[src/hdl/rqn_pkg.sv]
// Shared types and fixed-point constants for the RGB 2x2 block to NV12 converter.
package rqn_pkg;

	// One 2x2 block of 8-bit RGB pixels, upper row first, even column first.
	typedef struct packed {
		logic [7:0] top_left_red;
		logic [7:0] top_left_green;
		logic [7:0] top_left_blue;
		logic [7:0] top_right_red;
		logic [7:0] top_right_green;
		logic [7:0] top_right_blue;
		logic [7:0] bottom_left_red;
		logic [7:0] bottom_left_green;
		logic [7:0] bottom_left_blue;
		logic [7:0] bottom_right_red;
		logic [7:0] bottom_right_green;
		logic [7:0] bottom_right_blue;
	} quad_t;

	// Four luma bytes and the shared Cb, Cr pair of one block.
	typedef struct packed {
		logic [7:0] luma_top_left;
		logic [7:0] luma_top_right;
		logic [7:0] luma_bottom_left;
		logic [7:0] luma_bottom_right;
		logic [7:0] chroma_blue;
		logic [7:0] chroma_red;
	} ycc_t;

	// Signed Q15 weights of one chroma component.
	typedef struct packed {
		logic signed [15:0] red;
		logic signed [15:0] green;
		logic signed [15:0] blue;
	} chroma_coef_t;

	// Luma weights in Q15, offset is 16 in Q6 plus half an LSB.
	localparam logic [14:0] LUMA_RED_COEF   = 15'd8421;
	localparam logic [14:0] LUMA_GREEN_COEF = 15'd16515;
	localparam logic [14:0] LUMA_BLUE_COEF  = 15'd3211;
	localparam logic [15:0] LUMA_OFFSET     = 16'd1056;

	// Chroma weights apply to four-pixel sums, so they carry an extra factor of two.
	localparam chroma_coef_t CB_COEF = '{
		red:   -16'sd9699,
		green: -16'sd19071,
		blue:  16'sd28770
	};
	localparam chroma_coef_t CR_COEF = '{
		red:   16'sd28770,
		green: -16'sd24117,
		blue:  -16'sd4653
	};
	localparam logic signed [13:0] CHROMA_OFFSET = 14'sd1028;

endpackage

[src/hdl/rqn_luma.sv]
// Luma of one pixel: three rounded Q15 products, offset, scale and clamp.
module rqn_luma import rqn_pkg::*; (
	input  logic [7:0] red,
	input  logic [7:0] green,
	input  logic [7:0] blue,
	output logic [7:0] luma
);

	logic [22:0] prod_red;
	logic [22:0] prod_green;
	logic [22:0] prod_blue;
	logic [13:0] term_red;
	logic [13:0] term_green;
	logic [13:0] term_blue;
	logic [15:0] total;
	logic [9:0]  scaled;

	// Rounding (64*x*k + 2^14) >> 15 is the same as (x*k + 256) >> 9.
	assign prod_red   = 23'(red)   * 23'(LUMA_RED_COEF);
	assign prod_green = 23'(green) * 23'(LUMA_GREEN_COEF);
	assign prod_blue  = 23'(blue)  * 23'(LUMA_BLUE_COEF);

	assign term_red   = 14'((prod_red   + 23'd256) >> 9);
	assign term_green = 14'((prod_green + 23'd256) >> 9);
	assign term_blue  = 14'((prod_blue  + 23'd256) >> 9);

	assign total  = 16'(term_red) + 16'(term_green) + 16'(term_blue) + LUMA_OFFSET;
	assign scaled = total[15:6];
	assign luma   = (scaled > 10'd255) ? 8'hFF : scaled[7:0];

endmodule

[src/hdl/rqn_chroma.sv]
// One chroma component from the four-pixel channel sums, with rounding and clamp.
module rqn_chroma import rqn_pkg::*; (
	input  logic [9:0]   sum_red,
	input  logic [9:0]   sum_green,
	input  logic [9:0]   sum_blue,
	input  chroma_coef_t coef,
	output logic [7:0]   chroma
);

	logic signed [26:0] prod_red;
	logic signed [26:0] prod_green;
	logic signed [26:0] prod_blue;
	logic signed [11:0] term_red;
	logic signed [11:0] term_green;
	logic signed [11:0] term_blue;
	logic signed [13:0] total;
	logic [10:0]        scaled;

	assign prod_red   = $signed({17'b0, sum_red})   * 27'(coef.red);
	assign prod_green = $signed({17'b0, sum_green}) * 27'(coef.green);
	assign prod_blue  = $signed({17'b0, sum_blue})  * 27'(coef.blue);

	// Arithmetic shift gives the floor for negative products.
	assign term_red   = 12'((prod_red   + 27'sd16384) >>> 15);
	assign term_green = 12'((prod_green + 27'sd16384) >>> 15);
	assign term_blue  = 12'((prod_blue  + 27'sd16384) >>> 15);

	assign total  = 14'(term_red) + 14'(term_green) + 14'(term_blue) + CHROMA_OFFSET;
	assign scaled = total[13:3];

	always_comb begin
		if (total < 14'sd0) begin
			chroma = 8'h00;
		end else if (scaled > 11'd255) begin
			chroma = 8'hFF;
		end else begin
			chroma = scaled[7:0];
		end
	end

endmodule

[src/hdl/rgb_quad_to_nv12_bt601_top.sv]
// Top level of the RGB 2x2 block to BT.601 NV12 luma and chroma converter.

// Converts one 2x2 block of 8-bit RGB pixels per clock into four luma bytes and one
// Cb, Cr pair (BT.601 studio range, 4:2:0 as in NV12). A request is taken at every
// rising edge where start is high and busy is low; busy is high only from reset until
// the first clock edge after reset is released, so after that a new block may be
// presented in every cycle. The block is a two-register pipeline: the request is
// captured in an input register, the arithmetic runs in one pass of constant
// multipliers and adders, and the answer lands in the result register. Each result
// then sits on the result port with done high for exactly one cycle. The receiver
// cannot hold results off, so it must capture result in every cycle where done is
// high. Image addressing, row pairing and plane layout are left to the surrounding
// logic.
module rgb_quad_to_nv12_bt601_top import rqn_pkg::*; (
	input  logic  clk,
	input  logic  arst_n,
	input  logic  start,
	output logic  busy,
	input  quad_t pixels,
	output logic  done,
	output ycc_t  result
);

	logic  busy_q;
	logic  valid_s1;
	quad_t pixels_s1;
	logic  valid_s2;
	ycc_t  result_s2;
	ycc_t  result_next;
	logic  accept;

	logic [9:0] sum_red;
	logic [9:0] sum_green;
	logic [9:0] sum_blue;

	assign accept = start && !busy_q;

	// Busy only covers the first edge out of reset; the pipeline never stalls.
	always_ff @(posedge clk or negedge arst_n) begin
		if (!arst_n) begin
			busy_q   <= 1'b1;
			valid_s1 <= 1'b0;
			valid_s2 <= 1'b0;
		end else begin
			busy_q   <= 1'b0;
			valid_s1 <= accept;
			valid_s2 <= valid_s1;
		end
	end

	// Payload registers carry no reset.
	always_ff @(posedge clk) begin
		if (accept) begin
			pixels_s1 <= pixels;
		end
		if (valid_s1) begin
			result_s2 <= result_next;
		end
	end

	rqn_luma u_luma_tl (
		.red   (pixels_s1.top_left_red),
		.green (pixels_s1.top_left_green),
		.blue  (pixels_s1.top_left_blue),
		.luma  (result_next.luma_top_left)
	);

	rqn_luma u_luma_tr (
		.red   (pixels_s1.top_right_red),
		.green (pixels_s1.top_right_green),
		.blue  (pixels_s1.top_right_blue),
		.luma  (result_next.luma_top_right)
	);

	rqn_luma u_luma_bl (
		.red   (pixels_s1.bottom_left_red),
		.green (pixels_s1.bottom_left_green),
		.blue  (pixels_s1.bottom_left_blue),
		.luma  (result_next.luma_bottom_left)
	);

	rqn_luma u_luma_br (
		.red   (pixels_s1.bottom_right_red),
		.green (pixels_s1.bottom_right_green),
		.blue  (pixels_s1.bottom_right_blue),
		.luma  (result_next.luma_bottom_right)
	);

	// Chroma is taken from the channel sums over the four pixels, each up to 1020.
	assign sum_red = 10'(pixels_s1.top_left_red) + 10'(pixels_s1.top_right_red)
		+ 10'(pixels_s1.bottom_left_red) + 10'(pixels_s1.bottom_right_red);
	assign sum_green = 10'(pixels_s1.top_left_green) + 10'(pixels_s1.top_right_green)
		+ 10'(pixels_s1.bottom_left_green) + 10'(pixels_s1.bottom_right_green);
	assign sum_blue = 10'(pixels_s1.top_left_blue) + 10'(pixels_s1.top_right_blue)
		+ 10'(pixels_s1.bottom_left_blue) + 10'(pixels_s1.bottom_right_blue);

	rqn_chroma u_chroma_blue (
		.sum_red   (sum_red),
		.sum_green (sum_green),
		.sum_blue  (sum_blue),
		.coef      (CB_COEF),
		.chroma    (result_next.chroma_blue)
	);

	rqn_chroma u_chroma_red (
		.sum_red   (sum_red),
		.sum_green (sum_green),
		.sum_blue  (sum_blue),
		.coef      (CR_COEF),
		.chroma    (result_next.chroma_red)
	);

	assign busy   = busy_q;
	assign done   = valid_s2;
	assign result = result_s2;

`ifndef SYNTHESIS
	// Every accepted request shows up as a strobe once it has passed the input and result registers.
	a_strobe_follows_request: assert property (@(posedge clk) disable iff (!arst_n)
		(start && !busy) |=> ##1 done)
		else $error("result strobe missing two cycles after a request");

	a_no_spurious_strobe: assert property (@(posedge clk) disable iff (!arst_n)
		done |-> $past(valid_s1))
		else $error("result strobe without a request in the input stage");

	// Once out of reset the block never stalls the sender.
	a_busy_stays_low: assert property (@(posedge clk) disable iff (!arst_n)
		!busy |=> !busy)
		else $error("busy raised after reset");

	// Studio range: top-left and bottom-right luma within 16..235, chroma within 16..240.
	a_result_range: assert property (@(posedge clk) disable iff (!arst_n)
		done |-> (result.luma_top_left >= 8'd16 && result.luma_top_left <= 8'd235
			&& result.luma_bottom_right >= 8'd16 && result.luma_bottom_right <= 8'd235
			&& result.chroma_blue >= 8'd16 && result.chroma_blue <= 8'd240
			&& result.chroma_red >= 8'd16 && result.chroma_red <= 8'd240))
		else $error("result outside studio range");
`endif

endmodule
[config.mk]
export PLATFORM = sky130hd
export DESIGN_NAME = rgb_quad_to_nv12_bt601_top
export DESIGN_NICKNAME = d
export VERILOG_FILES = /design/src/hdl/rqn_pkg.sv /design/src/hdl/rqn_luma.sv /design/src/hdl/rqn_chroma.sv /design/src/hdl/rgb_quad_to_nv12_bt601_top.sv
export SDC_FILE = /design/constraint.sdc
export NUM_CORES = 2
export LEC_CHECK = 0
export ABC_CLOCK_PERIOD_IN_PS = 11500
export BUFFER_PORTS_ARGS = -buffer_cell sky130_fd_sc_hd__clkbuf_2
export CAP_MARGIN = 20
export CORE_AREA = 4 4 351 250
export DETAILED_ROUTE_END_ITERATION = 10
export DIE_AREA = 0 0 355 254
export PLACE_DENSITY = 0.74
export RECOVER_POWER = 100
export SYNTH_ARGS = -nofsm -noshare
export SYNTH_HDL_FRONTEND = slang
export SYNTH_SLANG_ARGS = --single-unit
[constraint.sdc]
create_clock -name clk -period 11.5 [get_ports clk]
set_input_delay 0.575 -clock clk [delete_from_list [all_inputs] [get_ports clk]]
set_output_delay 0.575 -clock clk [all_outputs]
set_load 0.02 [all_outputs]
==> results.cfg <==
[status]
status = finished, violations left
violations = max-capacitance violations, max-slew violations

[place]
place_ws_ns = -0.0386
place_congestion = 0.958
dp.final_hpwl_um = 89900
io_buffers = 148

[timing]
fin_crit_ns = 11.13
setup_tns_ns = 0
slew_headroom = -1.70
setup_violations = 0
drv_slew = 133
finalWorstSetupSlack_ns = 0.374
worst_pin_slew_ns = 4.05
fin_crit_sh = 0.967
fmax_ghz = 0.0899
hold_slack_ns = 0.237
clock_skew_ns = 0.0215
hold_viol_final = 0

[worst_setup_path]
start_kind = flip-flop
path_max_fanout = 8
critical_path_class = flip-flop to flip-flop
critPathSlowestCell = fa_1
critPathMaxStageDelay_ns = 0.59
end_kind = flip-flop
crit_arrival_ns = 11.39
reg2reg_slack_ns = 0.37
critPathRequiredTime_ns = 11.76

[cts]
cts.htree.levels = 4
root_buffer = clkbuf_16
cts.sinks = 147
clock_path_buffers = 2
clkLatencyLatePin_ns = 0.51
cts_tree = built
path_clk_slew_ns = 0.08
cts_buffers = 17

[layout]
final_nets = 6289
postLayoutCoreUtil = 0.539
antenna_cells = 0
drive_above_1_share = 0.0525
fill_cells = 7495
area_growth_syn_to_layout_pct = 7.98

[drt]
vias_per_cell = 5.32
detail-route-antenna-nets = 0
drtIter0Drc = 1765
routed_wl_um = 103000
dr_total_vias = 30500
drcViolationCount = 0
dr.pass1.iters = 6
detail_route.wl_per_cell_um = 17.9

[global_routing]
grt_pass1_vias = 31000
grt_max_degree = 63
antenna_found_initial = 2
gr-total-overflow = 0
grt_pass1_wl_um = 165000
grt_usage = 0.233

[worst_hold_path]
hold_path_class = primary input to flip-flop

[yosys]
synthTopCellsByArea = ha_1 34%, fa_1 22%, edfxtp_1 10%
ys_seq_elements = 147
ys_types = 90
synthArstFlopShare = 0.0204
avgSynthCellArea_sq_um = 9.62
syn_nets = 6049
synth.yosys.warnings = 0
seq_area_frac_synth = 0.105
synth.top_cell.area_share = 0.337
synthCells = 4355
yosys.area.top_type = ha_1
synth_edf_count = 144
synth_ff_type = edfxtp_1
netlist_area_sq_um = 41900

[die]
start_util = 0.499
die_h_um = 254
die_w_um = 355
design.core.area_sq_um = 84000
pin_count = 149
dieArea_sq_um = 90200
fp-row-count = 89

[flow_run]
maxCapViolCount = 3
-- logic make-up after synthesis --
group	after synthesis	synth area share
other	1	0.0000895
adders and majority gates	1595	0.560
muxes	6	0.00149
xor gates and xnor gates	313	0.0658
and+or+nand+nor	663	0.0800
buffers and inverters	1029	0.0923
DFF	147	0.105
AOI/OAI and AO/OA	601	0.0949
-- critical path: cells and delay by family, from the launching register on --
family | cells | cell delay (ns)
XOR/XNOR | 1 | 0.16
AND/OR/NAND/NOR | 6 | 1.10
AO/OA/AOI/OAI | 18 | 2.88
adder cells (fa/ha/maj) | 13 | 5.69
flip-flops | 1 | 0.35
buffers and inverters | 9 | 0.69
-- worst paths after layout --
kind	startpoint	to	cells after the start
setup / recovery	pixels_s1[1]	result[5]	47
hold / removal	pixels[13]	pixels_s1[13]	1
setup reg to reg	pixels_s1[1]	result[5]	47
hold reg to reg	valid_s1	done	0
max in group asynchronous	arst_n	busy	2
min in group asynchronous	arst_n	done	2
-- state kept, by name, summed over array words and instances, names as in the netlist --
register / cells
result: 48
pixels_s1: 96
valid_s1: 1
done: 1
busy: 1
-- stage by stage --
step	std cells	cell area, sq um
after floorplan	4355	41900
after global placement	5705	44600
after detailed placement	5705	44600
after CTS	5741	45200
after global routing	5745	45200
final	5745	45200
-- per-layer routing --
layer / vias to the layer above / global-route usage / wire [um]
met4: 2 / 0.0617 / 2520
met3: 114 / 0.0634 / 8750
li1: 14900 / - / -
met1: 14700 / 0.337 / 48600
met2: 804 / 0.344 / 42700
met5: - / 0 / 13
-- area by class of cell --
cell class / instances / area (sq um) / area share
clock buffers: 18 / 429 / 0.00949
flip-flops and latches: 147 / 4400 / 0.0973
repair buffers: 226 / 1200 / 0.0266
inverters: 1024 / 3840 / 0.0850
well taps: 1137 / 1420 / 0.0315
clock inverters: 14 / 151 / 0.00335
multi-input cells: 3179 / 33800 / 0.747
-- synth_stat cells (all sizes together), types with 6 or more instances --
master      n
ha       1127
a311oi      6
or3        21
a31oi      20
o41ai       8
nand4      19
xor2       94
and3       25
nand2b     40
nor3       79
a2111oi     8
fa        468
edfxtp    144
and2       23
a41oi       6
a21boi     17
o21bai     50
nor2b      50
nand2     108
nand3      51
a41o        8
a211o       7
o31ai      12
nor2      196
inv      1024
a211oi     14
o21a       55
a21oi     182
a21o       72
xnor2     219
or2        20
o21ai      95
-- cells in the final DEF, fill, tap and decap left out, types with 52 or more instances in the layout --
cell type,n
a21o_1,72
a21oi_1,170
buf_4,75
clkbuf_1,99
clkbuf_2,52
edfxtp_1,144
fa_1,467
ha_1,1126
inv_1,1017
nand2_1,108
nor2_1,194
nor3_1,77
o21a_1,55
o21ai_0,75
xnor2_1,214
xor2_1,91
-- repair_timing --
action,CTS,global route
endpoints found under the hold margin,3,0
setup endpoints to repair,8,16
setup buffers,3,4
pin swaps,1,4
gates resized for setup,1,41
hold buffers,1,0
Power is left out: the tool's default activity adds up to more than one toggle a clock period on the data nets, which glitch-free logic cannot reach.
